===== src/sv/wmf_pkg.sv =====
// Shared types and constants for the window max-min edge filter.
// No dependencies; the top level, front end and back end import this package.
`default_nettype none

package wmf_pkg;

    // Pixel word: three 8-bit channels, chan0 in the low byte
    localparam int CHAN_W = 8;
    localparam int N_CHAN = 3;
    localparam int PIX_W  = CHAN_W * N_CHAN;

    // Configuration register
    localparam int          CFG_W           = 12;
    localparam logic [11:0] FRAME_WIDTH_RST = 12'd640;

    // Window size and smallest usable row width
    localparam int KSIZE = 3;

    // Default image limits
    localparam int DEF_MAX_WIDTH  = 2048;
    localparam int DEF_MAX_HEIGHT = 4096;

    // Queue depths (powers of two)
    localparam int MID_DEPTH = 4;
    localparam int OUT_DEPTH = 8;

    typedef logic [PIX_W-1:0] t_pix;

endpackage

`default_nettype wire


===== src/sv/wmf_front.sv =====
// Front end: width register, raster position counters, tags each request.
// Depends on wmf_pkg.
`default_nettype none

module wmf_front #(
    parameter int MAX_WIDTH  = wmf_pkg::DEF_MAX_WIDTH,
    parameter int MAX_HEIGHT = wmf_pkg::DEF_MAX_HEIGHT
) (
    input  wire logic                     i_clk,
    input  wire logic                     i_rst_n,
    input  wire logic                     i_cfg_we,
    input  wire logic [wmf_pkg::CFG_W-1:0] i_cfg_wdata,
    input  wire logic                     i_accept,
    input  wire logic                     i_sof,
    input  wire wmf_pkg::t_pix            i_pix,
    output logic [wmf_pkg::PIX_W+$clog2(MAX_HEIGHT)+$clog2(MAX_WIDTH)-1:0] o_item
);

    import wmf_pkg::*;

    localparam int COL_W = $clog2(MAX_WIDTH);
    localparam int ROW_W = $clog2(MAX_HEIGHT);
    localparam int CMP_W = (CFG_W > COL_W + 1) ? CFG_W + 1 : COL_W + 2;

    logic [CFG_W-1:0] r_frame_width;
    logic [COL_W-1:0] r_col, n_col;
    logic [ROW_W-1:0] r_row, n_row;
    logic [COL_W-1:0] cur_col;
    logic [ROW_W-1:0] cur_row;
    logic [CMP_W-1:0] width_use;
    logic [CMP_W-1:0] col_inc;
    logic [ROW_W:0]   row_inc;

    // Clamp the programmed width to the usable range
    always_comb begin
        width_use = CMP_W'(r_frame_width);
        if (width_use < CMP_W'(KSIZE)) begin
            width_use = CMP_W'(KSIZE);
        end else if (width_use > CMP_W'(MAX_WIDTH)) begin
            width_use = CMP_W'(MAX_WIDTH);
        end
    end

    // Position of this request; start of frame restarts at the origin
    assign cur_col = i_sof ? '0 : r_col;
    assign cur_row = i_sof ? '0 : r_row;
    assign o_item  = {i_pix, cur_row, cur_col};

    // Step to the next raster position
    always_comb begin
        col_inc = CMP_W'(cur_col) + CMP_W'(1);
        row_inc = {1'b0, cur_row} + (ROW_W+1)'(1);
        n_col   = col_inc[COL_W-1:0];
        n_row   = cur_row;
        if (col_inc >= width_use) begin
            n_col = '0;
            n_row = (row_inc >= (ROW_W+1)'(MAX_HEIGHT)) ? '0 : row_inc[ROW_W-1:0];
        end
    end

    always_ff @(posedge i_clk) begin
        if (!i_rst_n) begin
            r_frame_width <= FRAME_WIDTH_RST;
            r_col         <= '0;
            r_row         <= '0;
        end else begin
            if (i_cfg_we) begin
                r_frame_width <= i_cfg_wdata;
            end
            if (i_accept) begin
                r_col <= n_col;
                r_row <= n_row;
            end
        end
    end

`ifndef SYNTH
    // A start-of-frame request leaves the counters at row zero, column one
    a_sof_restart: assert property (@(posedge i_clk) disable iff (!i_rst_n)
        i_accept && i_sof |=> r_row == '0 && r_col == COL_W'(1))
        else $error("front: counters not restarted by start of frame");
`endif

endmodule

`default_nettype wire


===== config.mk =====
export PLATFORM = sky130hd
export DESIGN_NAME = wmf_front
export DESIGN_NICKNAME = d
export VERILOG_FILES = /design/src/sv/wmf_pkg.sv /design/src/sv/wmf_front.sv
export SDC_FILE = /design/constraint.sdc
export NUM_CORES = 1
export LEC_CHECK = 0
export BUFFER_PORTS_ARGS = -buffer_cell sky130_fd_sc_hd__buf_2
export CAP_MARGIN = 40
export CORE_ASPECT_RATIO = 0.5
export CORE_MARGIN = 4
export CORE_UTILIZATION = 54
export DETAILED_ROUTE_END_ITERATION = 6
export PLACE_DENSITY = 0.84
export SKIP_CTS_REPAIR_TIMING = 1
export SYNTH_ARGS = -nofsm -noshare
export SYNTH_HDL_FRONTEND = slang
export SYNTH_SLANG_ARGS = --single-unit

===== constraint.sdc =====
create_clock -name i_clk -period 5 [get_ports i_clk]
set_input_delay 0.25 -clock i_clk [delete_from_list [all_inputs] [get_ports i_clk]]
set_output_delay 0.25 -clock i_clk [all_outputs]
set_load 0.02 [all_outputs]

# Word-level counts from Yosys, hierarchy flattened

Index checks and enable logic that the tools add are counted.

Memories: 0
Latch bits: 0
Bits in registers: 35
Memory bits (read-only): 0
Output and inout port bits: 47
Bits in writable memories: 0

Shift-type cells: 0
Mux-type cells: 7
Add/subtract/negate cells: 2
$lt $le $gt $ge: 4
Equality and inequality tests: 0
Div/mod/pow operators: 0
Bitwise logic cells: 0
Reductions and logical operators: 0
Multipliers: 0

Operators with widths:

| kind                                                | number |
|---|---|
| 2-to-1 mux 12 bit                                   | 5 |
| 2-to-1 mux 11 bit                                   | 2 |
| adder 12 x 1 -> 13 bit, second input constant       | 1 |
| >= comparator 12 x 13 -> 1 bit                      | 1 |
| >= comparator 13 bit, second input constant         | 1 |
| adder 11 x 1 -> 12 bit, second input constant       | 1 |
| > comparator 12 bit, second input constant          | 1 |
| < comparator 12 x 2 -> 1 bit, second input constant | 1 |

# Depth between registers and ports, before layout

Depth in word-level cells: 5
Mapped depth: 17
Depth with buffers taken out: 12

# Least setup slack after synthesis

No wires, ideal clock.

Kind: input port to flip-flop
From: input i_sof
To: register r_col[0]
Path slack: 1,373 ps
Setup time: 70 ps
Data arrival time: 3,556 ps
Data required time: 4,930 ps
Path buffers: 4
Cell stages on the path: 16
Cells stage by stage: buf_6 -> clkbuf_1 -> clkbuf_1 -> nor2b_1 -> ha_1 -> nand3_1 -> nor3_1 -> xor2_1 -> ha_1 -> a21o_1 -> a21oi_1 -> o211ai_1 -> buf_2 -> or2_1 -> or3_1 -> a21oi_1

Word-level cells in the longest chain between the ends: 4

Ends and longest elaborated chain:

| element                        | RTL line        | source |
|---|---|---|
| from (decl)                    | wmf_front.sv:14 | `input wire logic i_sof,` |
| 2-to-1 mux 11 bit              | wmf_front.sv:45 | `assign cur_col = i_sof ? '0 : r_col;` |
| via o_item (one bit)           | wmf_front.sv:16 | `output logic [wmf_pkg::PIX_W+$clog2(MAX_HEIGHT)+$clog2(MAX_WIDTH)-1:0] o_item` |
| adder 11 x 1 -> 12 bit         | wmf_front.sv:51 | `col_inc = CMP_W'(cur_col) + CMP_W'(1);` |
| >= comparator 12 x 13 -> 1 bit | wmf_front.sv:55 | `if (col_inc >= width_use) begin` |
| 2-to-1 mux 11 bit              | wmf_front.sv:55 |  |
| to (signal assigned)           | wmf_front.sv:71 | `r_col <= n_col;` |
| to (decl)                      | wmf_front.sv:26 | `logic [COL_W-1:0] r_col, n_col;` |

The timed path passes the listed nets, and every way through them passes these cells.
A chain may end at the register's enable or synchronous reset.

# Final worst setup path

From: register r_col[0]
To: register r_row[6]

Word-level cells in the longest chain between the ends: 4

Ends and longest elaborated chain:

| element                        | RTL line        | source |
|---|---|---|
| 2-to-1 mux 11 bit              | wmf_front.sv:45 |  |
| adder 11 x 1 -> 12 bit         | wmf_front.sv:51 |  |
| >= comparator 12 x 13 -> 1 bit | wmf_front.sv:55 |  |
| 2-to-1 mux 12 bit              | wmf_front.sv:55 |  |
| to (signal assigned)           | wmf_front.sv:72 | `r_row <= n_row;` |
| to (decl)                      | wmf_front.sv:27 | `logic [ROW_W-1:0] r_row, n_row;` |

No other way between the ends.

==> impl_metrics.env <==
export IMPL_synthDistinctLibCells=47
export IMPL_finalSetupTns_ns=0
export IMPL_dieWidth_um=103.5
export IMPL_track_usage_pct=20.53
export IMPL_clk_path_buf_depth=2
export IMPL_synth_edff_count=0
export IMPL_synthFlopType="dfxtp_1"
export IMPL_core_area_um2=4403
export IMPL_antenna_found_initial=0
export IMPL_p_leak_nw=1.183
export IMPL_synth_adder_area_share_pct=7.121
export IMPL_dieHeight_um=55.73
export IMPL_crit_slowest_cell="a21oi_1"
export IMPL_cts_root_buf="clkbuf_8"
export IMPL_io_buffers=39
export IMPL_rsz0062_at_grt="no"
export IMPL_power_density_nw_per_um2=218.7
export IMPL_yosysSeqAreaShare_pct=28.48
export IMPL_cts_tree="built"
export IMPL_syn_nets=364
export IMPL_hold_violations=0
export IMPL_cts_buffers=5
export IMPL_area_growth_pct=4.883
export IMPL_setup_violations=0
export IMPL_vias=2227
export IMPL_firstDrtPassIters=5
export IMPL_first_iter_violations=82
export IMPL_required_ns=5.21
export IMPL_cp_slowest_stage_delay_ns=0.73
export IMPL_dp_hpwl_mm=4.367
export IMPL_tightest_slew_ns=0.9475
export IMPL_io_pin_count=88
export IMPL_h_tree_depth=2
export IMPL_start_kind="flip-flop"
export IMPL_synth_compound_area_share_pct=14.04
export IMPL_dieArea_um2=5765
export IMPL_ys_warn_count=0
export IMPL_cts_clk_slew_worst_paths_ns=0.07
export IMPL_final_util_pct=58.60
export IMPL_path_common_cell="ha_1"
export IMPL_synthMuxAreaShare_pct=5.697
export IMPL_path_max_fanout=12
export IMPL_diodes=0
export IMPL_pre_cts_slack_ns=0.9821
export IMPL_final_nets=373
export IMPL_synthesis_area_um2=2460
export IMPL_antenna_left=0
export IMPL_endpoint_kind="flip-flop"
export IMPL_grt_max_degree=32
export IMPL_min_path_type="input pin to flip-flop"
export IMPL_syn_inst=309
export IMPL_postSynthAreaPerCell_um2=7.961
export IMPL_cts_sinks=35
export IMPL_fin_skew_ns=0.008409
export IMPL_wire_per_inst_um=15.47
export IMPL_holdWs_ns=0.1704
export IMPL_cap_viol_max_count=0
export IMPL_fmaxAchievable_ghz=0.2526
export IMPL_vias_per_cell=5.939
export IMPL_peakVddDrop_mv=0.09101
export IMPL_cp_cell_sequence="nor2b_1 -> ha_1 -> nand3_1 -> nor3_1 -> xor2_1 -> ha_1 -> and3_1 -> nand2_1 -> a21oi_1 -> nor2_1 -> or4_1 -> a31oi_1"
export IMPL_finalMaxSlewViolations=0
export IMPL_clock_latency_ns=0.28
export IMPL_rows=17
export IMPL_synth_xor_area_share_pct=3.561
export IMPL_synth_async_reset_ratio_pct=0
export IMPL_design_power_total_uw=564.1
export IMPL_grt_ovfl_total=0
export IMPL_yosys_register_bits=35
export IMPL_slew_limit_headroom_pct=36.56
export IMPL_drt_total_wl_mm=5.802
export IMPL_grt_first_pass_wirelength_mm=9.646
export IMPL_status="completed"
export IMPL_synth_simple_gate_area_share_pct=29.60
export IMPL_drive_gt1_share_pct=17.30
export IMPL_gp_congestion=0.9003
export IMPL_layout_setup_ws_ns=1.041
export IMPL_finalCritPeriodShare_pct=79.19
export IMPL_drc=0
export IMPL_cp_arrival_ns=4.17
export IMPL_synth_top_family_by_area="simple AND/OR/NAND/NOR gates"
export IMPL_critPathKind="flip-flop to flip-flop"
export IMPL_grt_pass1_vias=2215
export IMPL_initial_core_util_pct=55.87
export IMPL_fin_crit_ns=3.959
synth_stat cells, types with 4 or more instances:
master / n / share of area [%]
nand2_1: 36 / 5.5
dfxtp_1: 35 / 28
buf_4: 24 / 7.3
nor2_1: 24 / 3.7
a21oi_1: 20 / 4.1
nand3_1: 16 / 3.3
ha_1: 14 / 7.1
mux2i_1: 14 / 5.7
nor2b_1: 14 / 3.6
nand4_1: 9 / 2.3
and2b_1: 7 / 2.1
clkbuf_1: 7 / 1.1
inv_1: 7 / 1.1
o2111ai_1: 7 / 2.5
xor2_1: 7 / 2.5
and3_1: 6 / 1.5
nand2b_1: 5 / 1.3
nor3_1: 5 / 1.0
o21ai_0: 5 / 1.0
a31oi_1: 4 / 1.0
buf_2: 4 / 0.81
path summary, 6_finish.rpt:
| kind | from | endpoint | slack (ns) | depth (start not counted) |
|---|---|---|---|---|
| setup reg to reg | r_col[0] | r_row[6] | 1.04 | 12 |
| setup / recovery | r_col[0] | r_row[6] | 1.04 | 12 |
| hold / removal | i_rst_n | r_frame_width[7] | 0.17 | 2 |
| hold reg to reg | r_row[10] | r_row[10] | 0.48 | 2 |
layout by cell type (no fill, tap or decap), types with 2 or more instances in the layout:
cell type and n:
a2bb2oi_1 2, a32oi_1 2, xnor2_1 3, or3_1 2
nor2_1 24, a31oi_1 4, and3_1 6, nor2b_1 14
o2111ai_1 7, clkbuf_8 6, and4_1 3, nor3_1 5
a21o_1 3, o21ai_0 5, buf_2 39, nand3_1 16
dfxtp_1 35, a21oi_2 2, nand2_1 36, inv_1 7
a21oi_1 20, o31ai_1 3, ha_1 14, xor2_1 7
nand2b_1 5, and2b_1 7, clkinv_1 2, mux2i_1 14
nand4_1 9
critical path, delay by kind of cell, from the launching register on:
kind,cells,cell delay (ns)
xor gates and xnor gates,1,0.14
AOI/OAI and AO/OA,2,0.87
DFF,1,0.38
adders and majority gates,2,0.56
and+or+nand+nor,7,1.93
per-stage QoR:
step,cell area (µm²),cells
2_1_floorplan,2460,309
4_1_cts,2580,375
3_3_place_gp,2477,367
5_1_grt,2580,375
6_report,2580,375
3_5_place_dp,2492,368
report_power, final:
| group | leakage (nW) | internal (mW) | switching, mW |
|---|---|---|---|
| clock network | 0.0470 | 0.108 | 0.101 |
| registers | 0.285 | 0.286 | 0.00608 |
| logic | 0.851 | 0.0248 | 0.0383 |
per-layer routing:
metal / vias up / routed length (µm) / track usage [%]
li1: 1085 / - / -
met5: - / 0 / 0
met4: 0 / 152 / 11.07
met3: 26 / 459 / 5.632
met2: 93 / 2652 / 31.34
met1: 1023 / 2537 / 26.03
cell families (layout without fill, tap and decap cells):
kind of cell / Yosys count / count (layout)
AOI/OAI and AO/OA: 52 / 52
xor gates and xnor gates: 10 / 10
adders and majority gates: 14 / 14
buffers and inverters: 47 / 56
DFF: 35 / 35
muxes: 14 / 14
and+or+nand+nor: 137 / 137
flip-flops by register name (all words and copies together), names as in the netlist:
| signal | flops |
|---|---|
| r_row | 12 |
| r_col | 11 |
| r_frame_width | 12 |
area by class of cell:
cell class | count | area [µm²]
Clock buffer | 6 | 82.58
Clock inverter | 1 | 5.005
Fill cell | 375 | 1823
Inverter | 9 | 33.78
Multi-Input combinational cell | 227 | 1476
Sequential cell | 35 | 700.7
Tap cell | 57 | 71.32
Timing Repair Buffer | 40 | 210.2
Note: power is estimated with default switching activity, not from simulation.
