<file path="src/sv/wmf_fifo.sv">
// Small synchronous queue with occupancy count, register storage.
// Standalone; used between front and back and as the result queue.
`default_nettype none

module wmf_fifo #(
    parameter int WIDTH = 8,
    parameter int DEPTH = 4
) (
    input  wire logic                       i_clk,
    input  wire logic                       i_rst_n,
    input  wire logic                       i_push,
    input  wire logic [WIDTH-1:0]           i_data,
    input  wire logic                       i_pop,
    output logic      [WIDTH-1:0]           o_data,
    output logic                            o_full,
    output logic                            o_empty,
    output logic      [$clog2(DEPTH+1)-1:0] o_count
);

    localparam int PTR_W = (DEPTH > 1) ? $clog2(DEPTH) : 1;
    localparam int CNT_W = $clog2(DEPTH+1);

    logic [WIDTH-1:0] r_mem [DEPTH];
    logic [PTR_W-1:0] r_wr, n_wr;
    logic [PTR_W-1:0] r_rd, n_rd;
    logic [CNT_W-1:0] r_cnt, n_cnt;
    logic             do_push;
    logic             do_pop;

    assign o_full  = (r_cnt == CNT_W'(DEPTH));
    assign o_empty = (r_cnt == '0);
    assign o_count = r_cnt;
    assign o_data  = r_mem[r_rd];

    assign do_push = i_push & ~o_full;
    assign do_pop  = i_pop & ~o_empty;

    // Advance pointers with wrap at the depth
    always_comb begin
        n_wr  = r_wr;
        n_rd  = r_rd;
        n_cnt = r_cnt;
        if (do_push) begin
            n_wr = (r_wr == PTR_W'(DEPTH-1)) ? '0 : r_wr + PTR_W'(1);
        end
        if (do_pop) begin
            n_rd = (r_rd == PTR_W'(DEPTH-1)) ? '0 : r_rd + PTR_W'(1);
        end
        if (do_push && !do_pop) begin
            n_cnt = r_cnt + CNT_W'(1);
        end else if (do_pop && !do_push) begin
            n_cnt = r_cnt - CNT_W'(1);
        end
    end

    always_ff @(posedge i_clk) begin
        if (!i_rst_n) begin
            r_wr  <= '0;
            r_rd  <= '0;
            r_cnt <= '0;
        end else begin
            r_wr  <= n_wr;
            r_rd  <= n_rd;
            r_cnt <= n_cnt;
        end
    end

    // Store the pushed entry
    always_ff @(posedge i_clk) begin
        if (do_push) begin
            r_mem[r_wr] <= i_data;
        end
    end

endmodule

`default_nettype wire

</file>
<file path="config.mk">
export PLATFORM = sky130hd
export DESIGN_NAME = wmf_fifo
export DESIGN_NICKNAME = d
export VERILOG_FILES = /design/src/sv/wmf_fifo.sv
export SDC_FILE = /design/constraint.sdc
export NUM_CORES = 1
export LEC_CHECK = 0
export BUFFER_PORTS_ARGS = -buffer_cell sky130_fd_sc_hd__buf_2
export CORE_ASPECT_RATIO = 0.5
export CORE_UTILIZATION = 55
export DETAILED_ROUTE_END_ITERATION = 10
export HOLD_SLACK_MARGIN = 0.08
export PLACE_DENSITY = 0.78
export SLEW_MARGIN = 10
export SYNTH_ARGS = -nofsm -noshare
export SYNTH_HDL_FRONTEND = slang
export SYNTH_SLANG_ARGS = --single-unit
</file>
<file path="constraint.sdc">
create_clock -name i_clk -period 3.7 [get_ports i_clk]
set_input_delay 0.37 -clock i_clk [delete_from_list [all_inputs] [get_ports i_clk]]
set_output_delay 0.37 -clock i_clk [all_outputs]
set_load 0.01 [all_outputs]
</file>
; After elaboration in Yosys (flattened, before gate mapping)
; Memory sizes are Yosys's and may differ from the RTL's. A register that Yosys moved wholly into a read port is not among the register bits.
; Cells that the tools add are included.
[word_totals]
reg_bits = 7
mem_bits_rw = 32
in_bits = 12
out_inout_bits = 13
word_cells = 29
memories = 1
[classes]
addsub = 4
n_eq_ne = 3
n_mux = 8
bitwise_logic = 4
n_reduce_logical = 6
[mem_list]
columns = name, words, width, rd, rd_ports_with_merged_regs, wr, line
row1 = r_mem, 4, 8, 1, 1, 1, 23  ; logic [WIDTH-1:0] r_mem [DEPTH];
[ops]
columns = cell, count
row1 = $mux W2, 4
row2 = $mux W3, 2
row3 = $add A2 B1 Y2 const B, 2
row4 = $eq A2 B2 Y1 const B, 2
row5 = $add A3 B1 Y3 const B, 1
row6 = $eq A3 B3 Y1 const B, 1
row7 = $logic_not A3 Y1, 1
row8 = $sub A3 B1 Y3 const B, 1
row9 = $and A1 B1 Y1, 2
row10 = $logic_and A1 B1 Y1, 2
row11 = $logic_not A1 Y1, 2
row12 = $mux W1, 2
row13 = $not A1 Y1, 2
row14 = $reduce_bool A2 Y1, 1

; Logic depth before layout (Yosys ltp)
; Gate-level depths: netlist of run 1.
[logic_depth]
ltp_word = 7
ltp_mapped = 9
ltp_nobuf = 8

; Worst setup path after synthesis of run 1
; Ideal clock, no wire load.
[synth_path]
path_type = register to register
from = register r_cnt[0] (netlist: o_count[0])
to = register r_cnt[2] (netlist: o_count[2])
setup_ns = 0.076
arrival_ns = 2.067
required_time_ns = 3.624
setup_slack_ns = 1.557
path_stages_with_launch = 8
n_path_buf = 0
period_less_slack_ns = 2.143
cell_sequence = dfxtp_1 o31ai_1 ha_1 inv_1 fa_1 xor2_1 or3_1 a21boi_0
[synth_via]
elab_chain_len = 6
word_cells_on_any_way = 15
classes_between = 2 x add/sub / 1 x eq/ne / 2 x mux / 4 x bitwise / 6 x reduce/logical
[synth_lines]
columns = item, line
row1 = from (decl), 26  ; logic [CNT_W-1:0] r_cnt, n_cnt;
row2 = from (signal assigned), 64  ; r_cnt <= n_cnt;
row3 = "parallel branches: the longest is 6 deep, another holds $sub A3 B1 Y3", -
; Parallel ways; which one is timed is not known. The select of a mux whose other input is x is not followed.
; A chain may end at the register's enable or synchronous reset.

; Worst setup path after layout of run 1
; Ends and elaborated chain as after synthesis.

==> results of run 1 <==
## cell families (layout without fill, tap and decap cells)
group | after synthesis | in the layout
fa+ha+maj | 7 | 7
compound gates | 5 | 5
simple gates | 20 | 20
mux | 11 | 11
xor+xnor | 2 | 2
buf+inv | 7 | 35
flops | 41 | 41
## power groups by stage
stage	combinational, mW	clock, mW	sequential, mW
6_report	0.301	0.413	0.630
5_1_grt	0.333	0.432	0.643
4_1_cts	0.306	0.419	0.633
3_5_place_dp	0.303	0	0.643
3_3_place_gp	0.300	0	0.638
2_1_floorplan	0.234	0	0.612
## critical path: cells and delay by family (launching register included)
| kind | cells | cell delay [ps] |
|---|---|---|
| xor gates and xnor gates | 1 | 160 |
| adders and majority gates | 2 | 640 |
| and+or+nand+nor | 3 | 800 |
| buffers and inverters | 1 | 60 |
| AOI/OAI and AO/OA | 1 | 150 |
| DFF | 1 | 470 |
## routing by layer
metal | vias up | GRT usage (%) | wire length, µm
met5 | - | 0 | 0
met1 | 406 | 18.6 | 1050
li1 | 401 | - | -
met2 | 25 | 29.3 | 1140
met3 | 4 | 8.18 | 146
met4 | 0 | 9.55 | 29
## state kept, by name, summed over array words and instances (netlist names), named ones only
name	flops
r_rd	2
o_count	3
r_wr	2
r_mem	32
## layout by cell type, fill, tap and decap left out
cell	Yosys	routed
a21boi_0	1	1
and2_1	5	5
buf_2	2	24
bufinv_16	0	2
clkbuf_8	0	5
clkinv_2	0	1
dfxtp_1	9	9
edfxtp_1	32	32
fa_1	1	1
ha_1	6	6
inv_1	3	3
mux2i_1	3	3
mux4_2	8	8
nand2_1	6	6
nand3_1	2	2
nor2_1	2	2
nor2b_1	2	2
nor3_1	1	1
nor3b_2	1	1
o21ai_0	3	3
o31ai_1	1	1
or3_1	1	1
xnor2_1	1	1
xor2_1	1	1
## area by class of cell
| class | count | area (µm²) |
|---|---|---|
| well taps | 37 | 46.3 |
| inverters | 3 | 11.3 |
| multi-input cells | 45 | 460 |
| fillers | 165 | 787 |
| flip-flops and latches | 41 | 1140 |
| clock inverters | 3 | 65.1 |
| clock buffers | 5 | 68.8 |
| repair buffers | 24 | 120 |
## how the worst min path moves through the flow
stage | from | to | slack, ps | cells past startpoint
4_1_cts | i_data[7] | r_mem[1][7]$_DFFE_PP_ | 290 | 1
6_report | i_data[7] | r_mem[1][7]$_DFFE_PP_ | 290 | 1
3_3_place_gp | r_wr[1]$_SDFFE_PN0P_ | r_wr[1]$_SDFFE_PN0P_ | 500 | 2
3_5_place_dp | r_wr[1]$_SDFFE_PN0P_ | r_wr[1]$_SDFFE_PN0P_ | 500 | 2
5_1_grt | i_data[7] | r_mem[2][7]$_DFFE_PP_ | 290 | 1
2_1_floorplan | r_wr[1]$_SDFFE_PN0P_ | r_wr[1]$_SDFFE_PN0P_ | 470 | 2
==> out/results.tsv, run 1 <==
metric	value	unit
status	finished, final reports clean	
endpoint	o_count[2]$_SDFFE_PN0P_	
yosysUniqueCellTypes	23	
grt_pass1_wl	3500	µm
r2r.worst_path.cells	8	
clockPowerShare	30.7	%
grt_pass1_vias	727	
cts-root-buf	clkbuf_8	
reg2reg_to	o_count[2]$_SDFFE_PN0P_	
final_util	70.9	%
clock_path_buffers	2	
synth.most_common_cell	edfxtp_1	
routabilityCongestion	0.706	
drt-vias-per-instance	5.29	
final_net_count	139	
grt_max_degree	14	
synth_nets	112	
cap_violations	0	
rsz0062_at_grt	no	
design_area	0.00191	mm²
synthSimpleGateAreaFrac	6.60	%
drt_iter0_drc	24	
synth-compound-area-share	1.84	%
setup_viol	0	
synth_top_family_by_area	multiplexers	
cts_max_level	2	
slew_viol_final	0	
ys_warn_count	0	
post_cts_buffers	0	
cts_hold_buf	0	
intPower	0.996	mW
ys_seq_area_share	70.0	%
crit_arrival	2560	ps
irDropWorstVdd	515	µV
p_leak	0.715	nW
die_h	40.5	µm
crit_fanout	7	
path_class	reg2reg	
p_per_area	702	mW/mm²
p_comb_share	22.4	%
wirelength	2370	µm
synth_xor_area_share	1.07	%
drtAntennaViolNets	0	
fin_cells	158	
wire_per_inst	15.0	µm
r2r-start	o_count[0]$_SDFFE_PN0P_	
dr.pass1.iters	4	
synth_adder_area_share	5.83	%
ys_ff_latch	41	
clk_latency	290	ps
swShare	25.9	%
timing.hold.ws	292	ps
async_flop_share	0	%
synthMuxAreaShare	12.9	%
yosys.area.top_type	edfxtp_1	
n_antenna_cell	0	
worstPathCellList	nor3b_2 > nor2b_1 > ha_1 > inv_1 > fa_1 > xor2_1 > or3_1 > a21boi_0	
finalClockSkew	2.47	ps
switching_power	0.348	mW
timing.critical_path.slowest_cell_delay	470	ps
ios	25	
clk_pin_slew	70	ps
fin_crit	2340	ps
end_kind	flip-flop	
dieWidth	79.0	µm
dp_hpwl	1640	µm
synth_area_leaders	edfxtp_1, dfxtp_1, mux4_2	
synth_ff_type	edfxtp_1	
hold_viol_final	0	
startpoint	o_count[0]$_SDFFE_PN0P_	
max-slew-margin-rel	65.3	%
critPathSlowestCell	dfxtp_1	
ff2ff_setup_slack	1360	ps
syn_to_final_growth	17.3	%
rows	13	
initial_core_util	60.4	%
grt_usage	17.2	%
hp-class	in2reg	
route.detailed.drc	0	
synth_edf_count	32	
layout_setup_ws	1360	ps
syn_area	0.00163	mm²
pre_cts_ws	1350	ps
yosys-top-cells-count	edfxtp_1, dfxtp_1, mux4_2, ha_1, nand2_1	
drive_gt1_share	33.9	%
antenna_found_initial	0	
via_count	836	
p_seq_share	46.9	%
crit_path_start_kind	flip-flop	
finalSetupTns	0	ps
worst_slew_pin_slew	516	ps
synth_top_area_share	58.9	%
grt_overflow_total	0	
coreArea	0.00270	mm²
cts_buffers	5	
synth.avg_cell_area	17.5	µm²
max_freq	427	MHz
period_share	63.3	%
cts-resized-gates	0	
portBuffers	24	
placed_area	0.00178	mm²
critPathRequiredTime	3920	ps
die-area	0.00320	mm²
power	1.34	mW
dp.cells	150	
cts_tree	yes	
cts_sinks	41	
synth_cells	93	
Power figures use the tool's default switching activity.
==> run 2: changes to the inputs <==
--- a/config.mk
+++ b/config.mk
@@ -7,10 +7,10 @@
 export LEC_CHECK = 0
 export BUFFER_PORTS_ARGS = -buffer_cell sky130_fd_sc_hd__buf_2
 export CORE_ASPECT_RATIO = 0.5
-export CORE_UTILIZATION = 55
+export CORE_UTILIZATION = 49
 export DETAILED_ROUTE_END_ITERATION = 10
 export HOLD_SLACK_MARGIN = 0.08
-export PLACE_DENSITY = 0.78
+export PLACE_DENSITY = 0.73
 export SLEW_MARGIN = 10
 export SYNTH_ARGS = -nofsm -noshare
 export SYNTH_HDL_FRONTEND = slang
==> constraint.sdc (replaced) <==
create_clock -name i_clk -period 2 [get_ports i_clk]
set_input_delay 0.2 -clock i_clk [delete_from_list [all_inputs] [get_ports i_clk]]
set_output_delay 0.2 -clock i_clk [all_outputs]
set_load 0.01 [all_outputs]
==> run 2 against run 1 <==
  * Die area rose by 12%
  * Critical path depth down 1
  * Cell area is 2.3% higher
  * Worst hold slack worse by 160 ps
  * Via count rose by 1.2%
  * Utilization is 7.4 points lower
  * Fmax rose by 23%
  * Non-clock buffer count up 7
  * Sequential power up 81%
==> out/results.tsv, run 2 (same netlist as run 1, synthesis figures left out) <==
metric	value	unit
status	finished, final reports clean	
coreArea	0.00308	mm²
drtAntennaViolNets	0	
r2r.worst_path.cells	7	
p_leak	0.724	nW
ios	25	
grt_overflow_total	0	
n_antenna_cell	0	
cts_sinks	41	
cts_hold_buf	0	
initial_core_util	52.9	%
worstHoldStart	i_data[7]	
clock_path_buffers	2	
regMostFlops	r_mem	
power	2.34	mW
crit_arrival	2120	ps
final_net_count	146	
die-area	0.00358	mm²
fill_cells	229	
grt_pass1_vias	831	
max_freq	524	MHz
timing.hold.ws	135	ps
largest_reg_flops	32	
fin_crit	1910	ps
route.detailed.drc	0	
final_cell_mix	edfxtp_1, buf_2, mux4_2	
critPathRequiredTime	2210	ps
portBuffers	24	
regArea	0.00115	mm²
layout_commonest_cell	edfxtp_1	
period_share	95.3	%
irDropWorstVdd	557	µV
r2r-start	o_count[1]$_SDFFE_PN0P_	
worst_slew_pin_slew	425	ps
clk_pin_slew	70	ps
rsz0062_at_grt	no	
grt_pass1_wl	3800	µm
cts_tree	yes	
wire_per_inst	14.6	µm
multi_input_area	495	µm²
setup_viol	0	
cts-root-buf	clkbuf_8	
design_area	0.00196	mm²
dr.pass1.iters	4	
p_per_area	1190	mW/mm²
drt_iter0_drc	35	
wirelength	2430	µm
cts_max_level	2	
cap_violations	0	
worstHoldEndpoint	r_mem[2][7]$_DFFE_PP_	
cts_buffers	5	
max-slew-margin-rel	71.7	%
hp-class	in2reg	
final_util	63.5	%
crit_fanout	6	
dp_hpwl	1700	µm
syn_to_final_growth	20.0	%
die_h	42.8	µm
drive_gt1_share	41.7	%
via_count	846	
grt_usage	15.0	%
grt_max_degree	12	
routabilityCongestion	0.750	
rows	14	
finalClockSkew	6.53	ps
hold_viol_final	0	
timing.critical_path.slowest_cell_delay	380	ps
crit_path_start_kind	flip-flop	
ff2ff_setup_slack	90	ps
worstPathCellList	o31ai_4 > ha_4 > inv_1 > fa_2 > xor2_1 > or3_1 > a21boi_2	
drt-vias-per-instance	5.07	
antenna_found_initial	0	
placed_area	0.00185	mm²
end_kind	flip-flop	
worstHoldPathCells	1	
path_class	reg2reg	
finalSetupTns	0	ps
reg2reg_to	o_count[2]$_SDFFE_PN0P_	
clk_latency	280	ps
slew_viol_final	0	
critPathSlowestCell	dfxtp_4	
dieWidth	83.6	µm
## run 2: layout make-up
type                    instances  share of cell area (%)
clock buffers                   6                    3.71
clock inverters                 1                   0.192
inverters                       3                   0.575
multi-input cells              45                    25.3
flip-flops and latches         41                    58.6
well taps                      40                    2.56
repair buffers                 31                    9.02
## run 2: report_power, final
group	internal (mW)	leakage [nW]	switching, mW
combinational	0.385	0.317	0.334
sequential	1.06	0.369	0.0831
clock	0.235	0.0387	0.244
## run 2: routing by layer
metal	GRT usage (%)	share of wire (%)	routed length [µm]
met1	17.1	44	1080
met2	25.5	50	1220
met3	4.47	3.9	95
met4	9.15	1.6	38
met5	0	0	0
## run 2: metrics by stage
stage               std cells  setup WS [ps]
floorplan                  93           21.9
global placement          158           41.5
detailed placement        158           -129
CTS                       167           19.5
global route              167           14.6
finish                    167           93.3
## run 2: how the worst max path moves through the flow
stage                                 start                      end  depth (start not counted)
global route        o_count[2]$_SDFFE_PN0P_  o_count[2]$_SDFFE_PN0P_                          8
floorplan           o_count[2]$_SDFFE_PN0P_  o_count[2]$_SDFFE_PN0P_                          9
finish              o_count[1]$_SDFFE_PN0P_  o_count[2]$_SDFFE_PN0P_                          7
detailed placement  o_count[1]$_SDFFE_PN0P_  o_count[2]$_SDFFE_PN0P_                          8
CTS                 o_count[2]$_SDFFE_PN0P_  o_count[2]$_SDFFE_PN0P_                          8
global placement    o_count[1]$_SDFFE_PN0P_  o_count[2]$_SDFFE_PN0P_                          8
## run 2: timing repair
item,CTS,global route
pin swaps,3,2
resized for setup,4,2
endpoints found under the setup margin,1,1
hold endpoints to repair,0,0
setup buffers,2,0
## run 2: critical path, delay by kind of cell, from the launching register on
kind                     cells  cell delay [ps]
adder cells (fa/ha/maj)      2              500
AO/OA/AOI/OAI                2              420
flip-flops                   1              380
AND/OR/NAND/NOR              1              320
XOR/XNOR                     1              160
buffers and inverters        1               50
